$ cat config.mk
export PLATFORM = sky130hd
export DESIGN_NAME = window_checksum_matcher
export DESIGN_NICKNAME = d
export VERILOG_FILES = /design/src/wcm_pkg.sv /design/src/wcm_ram.sv /design/src/window_checksum_matcher.sv
export SDC_FILE = /design/constraint.sdc
export NUM_CORES = 1
export LEC_CHECK = 0
export ABC_AREA = 1
export BUFFER_PORTS_ARGS = -buffer_cell sky130_fd_sc_hd__buf_2
export CAP_MARGIN = 20
export CORE_MARGIN = 2
export CORE_UTILIZATION = 50
export DETAILED_ROUTE_END_ITERATION = 12
export GPL_TIMING_DRIVEN = 0
export PLACE_DENSITY_LB_ADDON = 0.15
export SLEW_MARGIN = 10
export SYNTH_ARGS = -nofsm -noshare
export SYNTH_HDL_FRONTEND = slang
export SYNTH_SLANG_ARGS = --single-unit
$ cat constraint.sdc
create_clock -name clock -period 2.3 [get_ports clock]
set_input_delay 0.115 -clock clock [delete_from_list [all_inputs] [get_ports clock]]
set_output_delay 0.115 -clock clock [all_outputs]
set_load 0.005 [all_outputs]
$ cat src/wcm_pkg.sv
// Shared types, constants and the checksum fold step for the window checksum matcher.
// No dependencies.
package wcm_pkg;

   localparam int WINDOW_BYTES_DEFAULT = 32;
   localparam int NUM_TARGETS_DEFAULT  = 4;

   localparam int BYTE_WIDTH   = 8;
   localparam int SUM_WIDTH    = 16;
   localparam int TARGET_SLOTS = 4;
   localparam int CSR_INDEX_WIDTH = 3;
   localparam int CSR_DATA_WIDTH  = 16;

   // Configuration register indexes
   localparam logic [CSR_INDEX_WIDTH-1:0] CSR_TARGET_SUM_0 = 3'd0;
   localparam logic [CSR_INDEX_WIDTH-1:0] CSR_TARGET_SUM_1 = 3'd1;
   localparam logic [CSR_INDEX_WIDTH-1:0] CSR_TARGET_SUM_2 = 3'd2;
   localparam logic [CSR_INDEX_WIDTH-1:0] CSR_TARGET_SUM_3 = 3'd3;
   localparam logic [CSR_INDEX_WIDTH-1:0] CSR_TARGET_ENABLE = 3'd4;

   localparam logic [SUM_WIDTH-1:0] SUM_TOP_BIT  = 16'h8000;
   localparam logic [SUM_WIDTH-1:0] SUM_TOP_FOLD = 16'd3;
   localparam int                   STEP_SHIFT   = 2;

   typedef struct packed {
      logic [BYTE_WIDTH-1:0] data_byte;
      logic                  file_start;
   } req_data_type;

   typedef struct packed {
      logic [SUM_WIDTH-1:0]    window_sum;
      logic [TARGET_SLOTS-1:0] match_mask;
   } rsp_data_type;

   // One fold step: XOR in the fold constant on a set top bit, shift, XOR in the byte.
   function automatic logic [SUM_WIDTH-1:0] fold_step(input logic [SUM_WIDTH-1:0] sum,
                                                      input logic [BYTE_WIDTH-1:0] data);
      logic [SUM_WIDTH-1:0] tmp;
      tmp = ((sum & SUM_TOP_BIT) != '0) ? (sum ^ SUM_TOP_FOLD) : sum;
      tmp = tmp << STEP_SHIFT;
      return tmp ^ {{(SUM_WIDTH-BYTE_WIDTH){1'b0}}, data};
   endfunction

endpackage

$ cat src/wcm_ram.sv
// Generic single-write, single-read RAM with a registered read port.
// Depends on nothing.
module wcm_ram #(
   parameter int WIDTH = 8,
   parameter int DEPTH = 32
) (
   input  logic                                     clock,
   input  logic                                     wr_en,
   input  logic [$clog2(DEPTH > 1 ? DEPTH : 2)-1:0] wr_addr,
   input  logic [WIDTH-1:0]                         wr_data,
   input  logic                                     rd_en,
   input  logic [$clog2(DEPTH > 1 ? DEPTH : 2)-1:0] rd_addr,
   output logic [WIDTH-1:0]                         rd_data
);

   logic [WIDTH-1:0] mem_ff [DEPTH];
   logic [WIDTH-1:0] rd_data_ff;

   always_ff @(posedge clock) begin
      if (wr_en) begin
         mem_ff[wr_addr] <= wr_data;
      end
      if (rd_en) begin
         rd_data_ff <= mem_ff[rd_addr];
      end
   end

   assign rd_data = rd_data_ff;

endmodule

$ cat src/window_checksum_matcher.sv
// Top level of the window checksum matcher: byte ring in RAM, serial fold, target compare.
// Depends on wcm_pkg and wcm_ram.
//
// A byte is accepted only in IDLE; the block then steps through RUN, TAIL and DONE,
// registers the result and stalls new bytes until it is back in IDLE. The single RAM
// read port feeds the fold one window entry per cycle.
// Reset (synchronous, active high) empties the window, zeroes the write position,
// the targets and the enables; the block accepts a transaction in the first cycle after.
module window_checksum_matcher
   import wcm_pkg::*;
#(
   parameter int WINDOW_BYTES = WINDOW_BYTES_DEFAULT,
   parameter int NUM_TARGETS  = NUM_TARGETS_DEFAULT
) (
   input  logic                       clock,
   input  logic                       reset,
   input  logic                       req_valid,
   output logic                       req_stall,
   input  req_data_type               req_data,
   output logic                       rsp_valid,
   input  logic                       rsp_stall,
   output rsp_data_type               rsp_data,
   input  logic                       csr_wr_en,
   input  logic [CSR_INDEX_WIDTH-1:0] csr_index,
   input  logic [CSR_DATA_WIDTH-1:0]  csr_wdata
);

   localparam int AddrWidth = $clog2(WINDOW_BYTES > 1 ? WINDOW_BYTES : 2);
   localparam int CntWidth  = $clog2(WINDOW_BYTES + 1);
   localparam logic [AddrWidth-1:0] LastAddr = AddrWidth'(WINDOW_BYTES - 1);
   localparam logic [CntWidth-1:0]  LastCnt  = CntWidth'(WINDOW_BYTES - 1);

   typedef enum logic [3:0] {
      ST_IDLE = 4'b0001,   // waiting for a byte
      ST_RUN  = 4'b0010,   // issuing one window read per cycle
      ST_TAIL = 4'b0100,   // last read data folds in
      ST_DONE = 4'b1000    // compare and hand the result to the output register
   } state_type;

   // Advance a ring position with wrap at the window length.
   function automatic logic [AddrWidth-1:0] next_pos(input logic [AddrWidth-1:0] pos);
      return (pos == LastAddr) ? '0 : pos + 1'b1;
   endfunction

   state_type               state_ff, state_in;
   logic [WINDOW_BYTES-1:0] slot_valid_ff, slot_valid_in;
   logic [AddrWidth-1:0]    wr_pos_ff, wr_pos_in;
   logic [AddrWidth-1:0]    rd_pos_ff, rd_pos_in;
   logic [CntWidth-1:0]     rd_cnt_ff, rd_cnt_in;
   logic                    pend_ff, pend_in;
   logic                    pend_valid_ff, pend_valid_in;
   logic [SUM_WIDTH-1:0]    sum_ff, sum_in;
   logic                    rsp_valid_ff, rsp_valid_in;
   rsp_data_type            rsp_data_ff, rsp_data_in;
   logic [SUM_WIDTH-1:0]    target_ff [NUM_TARGETS];
   logic [NUM_TARGETS-1:0]  enable_ff;

   logic                    req_accept;
   logic [AddrWidth-1:0]    ins_pos;
   logic                    ram_rd_en;
   logic [BYTE_WIDTH-1:0]   ram_rd_data;
   logic [BYTE_WIDTH-1:0]   fold_byte;
   logic [TARGET_SLOTS-1:0] match_mask;

   assign req_stall  = (state_ff != ST_IDLE);
   assign req_accept = req_valid && !req_stall;

   // A new file restarts the ring at slot zero.
   assign ins_pos   = req_data.file_start ? '0 : wr_pos_ff;
   assign ram_rd_en = (state_ff == ST_RUN);

   wcm_ram #(
      .WIDTH (BYTE_WIDTH),
      .DEPTH (WINDOW_BYTES)
   ) u_window_ram (
      .clock   (clock),
      .wr_en   (req_accept),
      .wr_addr (ins_pos),
      .wr_data (req_data.data_byte),
      .rd_en   (ram_rd_en),
      .rd_addr (rd_pos_ff),
      .rd_data (ram_rd_data)
   );

   // Slots never written since the last file start count as zero bytes.
   assign fold_byte = pend_valid_ff ? ram_rd_data : '0;

   // Compare against each enabled target; slots beyond NUM_TARGETS read zero.
   always_comb begin
      match_mask = '0;
      for (int t = 0; t < NUM_TARGETS; t++) begin
         match_mask[t] = enable_ff[t] && (target_ff[t] == sum_ff);
      end
   end

   always_comb begin
      state_in      = state_ff;
      slot_valid_in = slot_valid_ff;
      wr_pos_in     = wr_pos_ff;
      rd_pos_in     = rd_pos_ff;
      rd_cnt_in     = rd_cnt_ff;
      pend_in       = 1'b0;
      pend_valid_in = pend_valid_ff;
      sum_in        = sum_ff;
      rsp_valid_in  = rsp_valid_ff;
      rsp_data_in   = rsp_data_ff;

      // Drop the result once the consumer takes it.
      if (rsp_valid_ff && !rsp_stall) begin
         rsp_valid_in = 1'b0;
      end

      // Fold read data that arrives from the previous cycle's read.
      if (pend_ff) begin
         sum_in = fold_step(sum_ff, fold_byte);
      end

      case (state_ff)
         ST_IDLE: begin
            if (req_accept) begin
               if (req_data.file_start) begin
                  slot_valid_in = '0;
               end
               slot_valid_in[ins_pos] = 1'b1;
               wr_pos_in = next_pos(ins_pos);
               // The slot after the new byte holds the oldest byte.
               rd_pos_in = next_pos(ins_pos);
               rd_cnt_in = '0;
               sum_in    = '0;
               state_in  = ST_RUN;
            end
         end
         ST_RUN: begin
            pend_in       = 1'b1;
            pend_valid_in = slot_valid_ff[rd_pos_ff];
            rd_pos_in     = next_pos(rd_pos_ff);
            rd_cnt_in     = rd_cnt_ff + 1'b1;
            if (rd_cnt_ff == LastCnt) begin
               state_in = ST_TAIL;
            end
         end
         ST_TAIL: begin
            state_in = ST_DONE;
         end
         ST_DONE: begin
            // Hold until the output register is free or being emptied.
            if (!rsp_valid_ff || !rsp_stall) begin
               rsp_valid_in           = 1'b1;
               rsp_data_in.window_sum = sum_ff;
               rsp_data_in.match_mask = match_mask;
               state_in               = ST_IDLE;
            end
         end
         default: begin
            state_in = ST_IDLE;
         end
      endcase
   end

   always_ff @(posedge clock) begin
      if (reset) begin
         state_ff      <= ST_IDLE;
         slot_valid_ff <= '0;
         wr_pos_ff     <= '0;
         rd_pos_ff     <= '0;
         rd_cnt_ff     <= '0;
         pend_ff       <= 1'b0;
         rsp_valid_ff  <= 1'b0;
      end else begin
         state_ff      <= state_in;
         slot_valid_ff <= slot_valid_in;
         wr_pos_ff     <= wr_pos_in;
         rd_pos_ff     <= rd_pos_in;
         rd_cnt_ff     <= rd_cnt_in;
         pend_ff       <= pend_in;
         rsp_valid_ff  <= rsp_valid_in;
      end
   end

   // Payload registers
   always_ff @(posedge clock) begin
      pend_valid_ff <= pend_valid_in;
      sum_ff        <= sum_in;
      rsp_data_ff   <= rsp_data_in;
   end

   // Configuration writes; indexes outside the list are ignored.
   always_ff @(posedge clock) begin
      if (reset) begin
         for (int t = 0; t < NUM_TARGETS; t++) begin
            target_ff[t] <= '0;
         end
         enable_ff <= '0;
      end else if (csr_wr_en) begin
         for (int t = 0; t < NUM_TARGETS; t++) begin
            if (csr_index == CSR_INDEX_WIDTH'(t)) begin
               target_ff[t] <= csr_wdata[SUM_WIDTH-1:0];
            end
         end
         if (csr_index == CSR_TARGET_ENABLE) begin
            enable_ff <= csr_wdata[NUM_TARGETS-1:0];
         end
      end
   end

   assign rsp_valid = rsp_valid_ff;
   assign rsp_data  = rsp_data_ff;

endmodule

# [Word level (Yosys, flattened, before mapping)]
# Memories as Yosys holds them, arrays and structs flattened. A register that Yosys moved wholly into a read port is not among the register bits.
# Cells that the tools add are included.
[op_classes] eq_ne=19 order_cmp=3 n_mux=51 n_bitwise=7 n_addsub=3 reduce_logical=18
[ops] op="$mux W16" n=7
[ops] op="$mux W32" n=3
[ops] op="$eq A16 B16 Y1" n=4
[ops] op="$or A32 B32 Y32" n=1
[ops] op="$mux W1" n=26
[ops] op="$mux W5" n=4
[ops] op="$pmux W4 S4" n=1
[ops] op="$xor A16 B8 Y16" n=1
[ops] op="$lt A5 B6 Y1 const B" n=2
[ops] op="$mux W4" n=3
[ops] op="$pmux W6 S2" n=1
[ops] op="$add A5 B1 Y5 const B" n=2
[ops] op="$eq A5 B5 Y1 const B" n=2
[ops] op="$pmux W5 S2" n=1
[ops] op="$mux W8" n=1
[ops] op="$reduce_and A2 Y1" n=4
[ops] op="$logic_and A1 B1 Y1" n=7
[ops] op="$add A6 B1 Y6 const B" n=1
[ops] op="$eq A3 B2 Y1 const B" n=2
[ops] op="$eq A6 B5 Y1 const B" n=1
[ops] op="$mux W6" n=1
[ops] op="$bmux W1 S5" n=1
[ops] op="$demux W1 S5" n=1
[ops] op="$ge A5 B1 Y1 const B" n=1
[ops] op="other kinds (17)" n=23
[totals] output_inout_bits=22 in_bits=33 ramBits=320 register_bits=95 elab_cells=115 mem_count=2
[mem_list] memory="u_window_ram.mem_ff" depth=32 word_bits=8 read_ports=1 rd_clocked_by_memory_dff=1 wr=1 line="wcm_ram.sv:16" text="logic [WIDTH-1:0] mem_ff [DEPTH];"
[mem_list] memory="target_ff" depth=4 word_bits=16 read_ports=4 rd_clocked_by_memory_dff=0 wr=4 line="window_checksum_matcher.sv:55" text="logic [SUM_WIDTH-1:0] target_ff [NUM_TARGETS];"

# [Longest topological paths before layout]
# Gate-level depths: netlist of run 1.
[depth] word_depth=6 ltp_mapped=10 depth_no_buf=9

# [Modules after synthesis]
# From an unflattened synthesis of run 1, not the netlist that was laid out.
[hier_totals] cells_unflattened=1763 hier_area_um2=18069.8
[by_module_without_submodules] mod="wcm_ram" instances=1 cells_per_inst=922 area_each_um2=10866.7 seq_area_each_um2=7927.6
[by_module_without_submodules] mod="window_checksum_matcher" instances=1 cells_per_inst=841 area_each_um2=7203.2 seq_area_each_um2=4033.9

# [Worst setup path after synthesis of run 1]
# OpenSTA, ideal clock, no wires.
[synth_timing] path_type="reg-to-reg" startpoint="reg state_ff[1]" endpoint="reg rsp_data_ff (netlist bit rsp_data[0]) (enable)" setup_ns=0.397 path_buffers=0 setup_slack_ns=0.344 path_stages_with_launch=6 arrival_time_ns=1.559 t_required_ns=1.903 period_less_slack_ns=1.956 path_cell_list="dfxtp_1 -> inv_1 -> nand2_1 -> nor3_1 -> inv_1 -> nor2_1"
[synth_via] elab_chain_cells=2
[synth_rtl] element="from (decl)" line="window_checksum_matcher.sv:45" text="state_type state_ff, state_in;"
[synth_rtl] element="from (signal assigned)" line="window_checksum_matcher.sv:170" text="state_ff <= state_in;"
[synth_rtl] element="$eq A4 B4 Y1" line="window_checksum_matcher.sv:118" text="case (state_ff)"
[synth_rtl] element="$reduce_and A2 Y1 (no line)"
[synth_rtl] element="to (signal assigned)" line="window_checksum_matcher.sv:184" text="rsp_data_ff <= rsp_data_in;"
[synth_rtl] element="to (decl)" line="window_checksum_matcher.sv:54" text="rsp_data_type rsp_data_ff, rsp_data_in;"
# No other way between the ends.
# A chain may end at the register's enable or synchronous reset.

==> results.md, run 1 <==
- Status: completed
- Die H: 195 um
- Final setup violation count: 0
- Yosys warnings: 0
- Slowest CP cell: dfxtp_1
- Syn Std Cell Area: 18,300 um2
- Vias in the first global route: 12.2k
- Register area: 12,000 um2
- Post-synthesis simple-gate area fraction: 20.8%
- Worst Setup End Kind: flop
- Power per standard cell area: 815 nW/um2
- Cells after Synth: 1,885
- Unique masters post-synth: 32
- Critical path arrival: 2.53 ns
- R2r endpoint: u_window_ram.rd_data[1]
- Port bufs: 53
- Mux cell area share after synthesis: 0%
- Critical path type: flop to flop
- DIE AREA: 38,200 um2
- # rows: 70
- Overall Power: 16.9 mW
- Slew Viols, Final: 0
- Tmin final: 2.22 ns
- Total gr overflow: 0
- Root buffer cell: clkbuf_16
- Final Hold Viols: 0
- Synth Area in Adders: 0.342%
- Leakage: 8.63 nW
- CTS tree: built
- Cell family with most CP delay: buffers and inverters
- HP Class: input port to flop
- Yosys reg bits: 423
- Most common library cell in the layout ignoring fill and taps: nand2_1
- Non-filler cells, final: 2,503
- Type of origin of the critical path: flop
- Final ANT Viol Nets: 0
- Largest net degree at the start of global routing: 33
- H-tree lvl count: 2
- Tightest Pin Transition: 0.835 ns
- Total vias in the final route: 13.1k
- Worst-path fanout max: 10
- Total stage count of the critical path: 10
- Critical Path Sink: u_window_ram.rd_data[1]
- Period utilization: 96.5%
- Vias per Instance: 5.23
- Worst Path Buf+Inv: 4
- Cts bufs inserted: 44
- Mapped Nets: 1,923
- Synth Area in Compound Gates: 4.45%
- First drt pass iteration count: 6
- Multi-input gate area: 5010 um2
- Clock sinks: 423
- Synth Area in XOR/XNOR: 1.72%
- Max_cap viols: 0
- Syn avg cell area: 9.71 um2
- FF-to-FF path depth: 10
- Area Overhead vs Synth: 13.3%
- Commonest non-fill, non-tap cells in the layout: nand2_1 (571), edfxtp_1 (349), inv_1 (251)
- DRC: 0
- Slowest stage delay, CP: 0.36 ns
- Seq/Total Area, Yosys: 65.3%
- Largest family of logic cells by synthesized area: simple AND/OR/NAND/NOR gates
- Placeable Area: 36,300 um2
- Placed cell count: 2,407
- R2r setup slk: 0.08 ns
- Worst-path cell chain: inv_2 -> clkbuf_4 -> buf_2 -> nand2_1 -> nand3_1 -> nand3_1 -> nand3_1 -> nand2_1 -> nand2_1 -> inv_1
- Ports: 55
- Rel. slew slack: 44.3%
- Avg WL per Cell: 19.1 um
- Share of cells above drive strength 1: 8.70%
- Highest Clock Rate: 451 MHz
- First-pass GRT wire length: 72,300 um
- Worst r2r src: rd_pos_ff[0]
- Clk slew on worst S/H paths: 0.06 ns
- Peak VDD IR: 0.701 mV
- Critical path data required time: 2.61 ns
- Die X: 195 um
- Final-stage net count: 2,042
- RePlAce Congestion: 0.977
- RSZ-0062 raised after global routing: no
- Clock Latency Late Sink: 0.56 ns
- Clock buffer depth: 3
- Dpl hpwl: 32,900 um
- Iteration-0 DRC count of the detailed router: 1,178
- Initial antenna violation count: 0
- Total GRT Usage: 25.3%
- Crit path from: rd_pos_ff[0]
- Initial Utilization: 50.4%
- Skew final: 0.0147 ns
- Ant. Diodes: 0
- Routed WL: 47,800 um
- Fillers: 3,174
## where the power goes
part           total, mW  internal, mW  switching (mW)  leakage [nW]
clock network       6.71          3.84            2.88         0.662
registers           8.53          8.44          0.0857          3.79
logic               1.66         0.447            1.21          4.19
total               16.9          12.7            4.18          8.63
## what timing repair did
action                                  4_1_cts  5_1_grt
endpoints found under the setup margin        0       69
setup buffers                                 0        1
gates resized for setup                       0        7
hold buffers                                 19        0
endpoints found under the hold margin        77        0
## per-layer routing
metal	share of wire, %	GRT usage [%]	vias up
met5	0	0	-
met4	3.6	9.73	0
met3	7.2	4.11	95
met2	47	40.7	478
met1	43	34.8	6145
li1	-	-	6385
## cells in the mapped netlist
master | n | area, um2
nor2_4 | 4 | 45.0
nand2_1 | 571 | 2140
xnor2_1 | 6 | 52.6
nand4_1 | 9 | 56.3
or2_2 | 2 | 12.5
o22ai_1 | 7 | 43.8
buf_2 | 38 | 190
o2111ai_1 | 1 | 8.76
a31oi_1 | 2 | 12.5
nor2_2 | 2 | 12.5
clkinv_1 | 2 | 7.51
o21ai_0 | 48 | 240
buf_1 | 8 | 30.0
xor2_1 | 30 | 263
clkbuf_1 | 33 | 124
a31o_2 | 1 | 8.76
inv_2 | 4 | 15.0
nor3_1 | 6 | 30.0
a22o_1 | 2 | 17.5
nand3b_1 | 2 | 15.0
o21bai_1 | 3 | 22.5
ha_1 | 5 | 62.6
edfxtp_1 | 349 | 10500
o211ai_1 | 11 | 82.6
a21oi_1 | 74 | 370
nand3_1 | 198 | 991
buf_4 | 2 | 15.0
or2_1 | 1 | 6.26
a211oi_1 | 1 | 7.51
nor2_1 | 134 | 503
inv_1 | 255 | 957
dfxtp_1 | 74 | 1480
## cells by family after synthesis
kind of cell               Yosys count
AOI/OAI and AO/OA                  150
xor gates and xnor gates            36
adders and majority gates            5
buffers and inverters              342
DFF                                423
and+or+nand+nor                    929
## worst register-to-register path: stages (launching register included)
cell	delay [ns]
dfxtp_1	0.36
inv_2	0.23
clkbuf_4	0.30
buf_2	0.29
nand2_1	0.09
nand3_1	0.09
nand3_1	0.16
nand3_1	0.18
nand2_1	0.06
nand2_1	0.14
inv_1	0.05
## through the flow
step / setup slack (ns) / cell area (um2) / hold WS (ns) / util (%) / TNS [ns]
after global placement: -0.0409 / 19200 / 0.387 / 52.7 / -0.780
final: 0.0815 / 20700 / 0.0289 / 57.1 / 0
after floorplan: 0.344 / 18300 / 0.214 / - / 0
after detailed placement: 0.0368 / 19200 / 0.412 / 52.8 / 0
after CTS: 0.0207 / 20700 / 0.00323 / 57.0 / 0
after global routing: 0.00742 / 20700 / 0.0500 / 57.1 / 0
## layout make-up
class / count / share of cell area [%]
Sequential cell: 423 / 57.7
Buffer: 80 / 1.73
Tap cell: 468 / 2.82
Multi-Input combinational cell: 1120 / 24.2
Clock buffer: 59 / 5.88
Inverter: 261 / 4.80
Timing Repair Buffer: 74 / 2.36
Clock inverter: 18 / 0.591
## worst min-delay path by stage
stage	start	end	slack, ns	cells past startpoint
2_1_floorplan	req_data[1]	u_window_ram.mem_ff[0][0]	0.21	0
3_3_place_gp	rsp_stall	rsp_valid	0.39	3
3_5_place_dp	rsp_stall	rsp_valid	0.41	3
4_1_cts	req_valid	state_ff[0]	0.003	5
5_1_grt	req_valid	state_ff[0]	0.05	5
6_report	req_valid	state_ff[0]	0.03	5
## registers in the layout, indices dropped and copies added (netlist names), 5 cells and up
register	flops
rsp_data	20
u_window_ram.rd_data	8
wr_pos_ff	5
rd_cnt_ff	6
u_window_ram.mem_ff	256
sum_ff	16
slot_valid_ff	32
rd_pos_ff	5
target_ff	64
Power figures use the tool's default switching activity.
==> run 2, diff against run 1 <==
- PLACE_DENSITY_LB_ADDON: 0.15 -> 0.08
==> results.md, run 2 (synthesis results as in run 1) <==
- Status: completed
- Type of origin of the critical path: flop
- Die H: 195 um (unchanged)
- Internal power: 13.3 mW (+4.9%)
- HP Class: input port to flop
- Tightest Pin Transition: 0.792 ns (-0.0434 ns)
- Placed cell count: 2,407 (unchanged)
- Post-DP Area: 19,200 um2 (unchanged)
- Dpl hpwl: 34,600 um (+5.1%)
- Part of the power in the clock network: 42.2% (+2.5 points)
- Period utilization: 99.3% (+2.8 points)
- Vias per Instance: 5.25 (+0.25%)
- Skew final: 0.0230 ns (+0.00839 ns)
- Worst setup margin: 0.0170 ns (-0.0646 ns)
- Detailed-routed wire length on met3: 3450 um (about the same)
- Worst-path fanout max: 10 (unchanged)
- Highest Clock Rate: 438 MHz (-2.8%)
- Sw frac: 24.3% (-0.40 points)
- Total vias in the final route: 13.2k (+0.65%)
- Fin area: 21,000 um2 (+1.1%)
- Total GRT Usage: 26.3% (+0.95 points)
- Peak VDD IR: 0.602 mV (-14%)
- Reg power frac: 48.4% (-2.1 points)
- Root buffer cell: clkbuf_16
- Uppermost layer routed: met4
- Fillers: 3,100 (-2.3%)
- Total gr overflow: 0 (unchanged)
- Area Overhead vs Synth: 14.6%
- Final TNS setup: 0 ns (unchanged)
- Combinational group share of total power: 9.5% (-0.3 points)
- Metal2 WL: 22,700 um (+1.7%)
- Most common library cell in the layout ignoring fill and taps: nand2_1
- Vias in the first global route: 12.4k (+2.3%)
- Slew Viols, Final: 0 (unchanged)
- Cts bufs inserted: 45 (+2.3%)
- DIE AREA: 38,200 um2 (unchanged)
- Met1 wire length: 21,900 um (+7.4%)
- Final-stage net count: 2,046 (+0.20%)
- Tmin final: 2.28 ns (+0.0646 ns)
- Die X: 195 um (unchanged)
- CTS tree: built
- Final setup violation count: 0 (unchanged)
- Avg WL per Cell: 19.7 um (+3.3%)
- Critical path data required time: 2.75 ns (+0.14 ns)
- H-tree lvl count: 2 (unchanged)
- RePlAce Congestion: 0.965 (-1.2%)
- Max FFs per register: 256 (unchanged)
- Commonest non-fill, non-tap cells in the layout: nand2_1 (571), edfxtp_1 (349), inv_1 (248)
- Clk slew on worst S/H paths: 0.06 ns (about the same)
- Initial antenna violation count: 0 (unchanged)
- Placeable Area: 36,300 um2 (unchanged)
- Power per standard cell area: 840 nW/um2 (+3.2%)
- Port bufs: 53 (unchanged)
- # rows: 70 (unchanged)
- DP Worst Slack: -0.0108 ns (-0.0477 ns)
- Leakage: 8.71 nW (+0.92%)
- Register with the most flip-flops: u_window_ram.mem_ff
- Multi-input gate area: 5010 um2 (about the same)
- Share of cells above drive strength 1: 9.29% (+0.59 points)
- Largest net degree at the start of global routing: 33 (unchanged)
- Sw Pwr: 4.29 mW (+2.6%)
- Critical path arrival: 2.73 ns (+0.20 ns)
- Rel. slew slack: 47.2% (+2.9 points)
- Clock buffer depth: 3 (unchanged)
- Critical path type: flop to flop
- DRC: 0 (unchanged)
- Final ANT Viol Nets: 0 (unchanged)
- Fin util: 57.7% (+0.64 points)
- Max_cap viols: 0 (unchanged)
- First drt pass iteration count: 6 (unchanged)
- First-pass GRT wire length: 74,500 um (+3.1%)
- Non-filler cells, final: 2,513 (+0.40%)
- Ant. Diodes: 0 (unchanged)
- Clock sinks: 423 (unchanged)
- Initial Utilization: 50.4% (unchanged)
- Iteration-0 DRC count of the detailed router: 992 (-16%)
- Ports: 55 (unchanged)
- Register area: 12,000 um2 (unchanged)
- Routed WL: 49,600 um (+3.7%)
- Clock Latency Late Sink: 0.58 ns (+0.02 ns)
- Worst Setup End Kind: flop
- Final Hold Viols: 0 (unchanged)
- Largest registers: u_window_ram.mem_ff x256, target_ff x64, slot_valid_ff x32
- RSZ-0062 raised after global routing: no
-- run 2: cell types whose count changed in the layout (fill, tap and decap cells not counted), moves of 3 or more --
cell,delta
buf_2,-6
clkbuf_2,+5
clkbuf_4,+5
clkbuf_8,+7
clkinv_2,-5
clkinvlp_4,+3
dlygate4sd3_1,+3
inv_1,-3
-- run 2: power by group through the flow --
stage               combinational, mW  clock (mW)  sequential, mW
finish                           1.67        7.44            8.53
global placement                 1.59           0            8.68
floorplan                       0.960           0            8.65
global route                     1.83        7.79            8.54
CTS                              1.65        7.54            8.53
detailed placement               1.61           0            8.69
-- run 2: final timing paths --
kind	startpoint	endpoint	slack [ns]	depth (start not counted)
setup / recovery	rd_pos_ff[1]	u_window_ram.rd_data[1]	0.02	8
hold / removal	csr_wr_en	enable_ff[1]	0.04	4
setup reg to reg	rd_pos_ff[1]	u_window_ram.rd_data[1]	0.02	8
hold reg to reg	sum_ff[8]	rsp_data[12]	0.43	0
-- run 2: area by class of cell --
type,count,share of cell area [%]
sequential,423,57.0
timing repair buffer,76,2.39
inverter,261,4.80
clock buffer,71,6.57
clock inverter,13,0.716
multi-input combinational,1120,23.9
tap,468,2.79
buffer,81,1.83
-- run 2: stage by stage --
stage	hold WS, ns	total power, mW
detailed placement	0.400	10.3
floorplan	0.214	9.61
CTS	0.00389	17.7
finish	0.0408	17.6
global route	0.0801	18.2
global placement	0.383	10.3
-- run 2: timing repair --
action | in CTS | in global routing
endpoints found under the hold margin | 75 | 0
setup endpoints to repair | 3 | 64
resized for setup | 2 | 23
setup buffers | 0 | 0
hold buffers | 22 | 0
-- run 2: routing by layer --
layer | vias up | global-route usage (%)
met1 | 6216 | 37.0
met2 | 478 | 41.5
met4 | 0 | 10.3
li1 | 6393 | -
met5 | - | 0
met3 | 101 | 3.94
-- run 2: worst max-delay path: stages (launching register included) --
cell and delay [ns]:
dfxtp_1 0.37, buf_2 0.28, buf_1 0.63, nand2_1 0.11, a21oi_1 0.33, nor2_1 0.18
nand2_1 0.09, nand2_1 0.08, inv_1 0.06
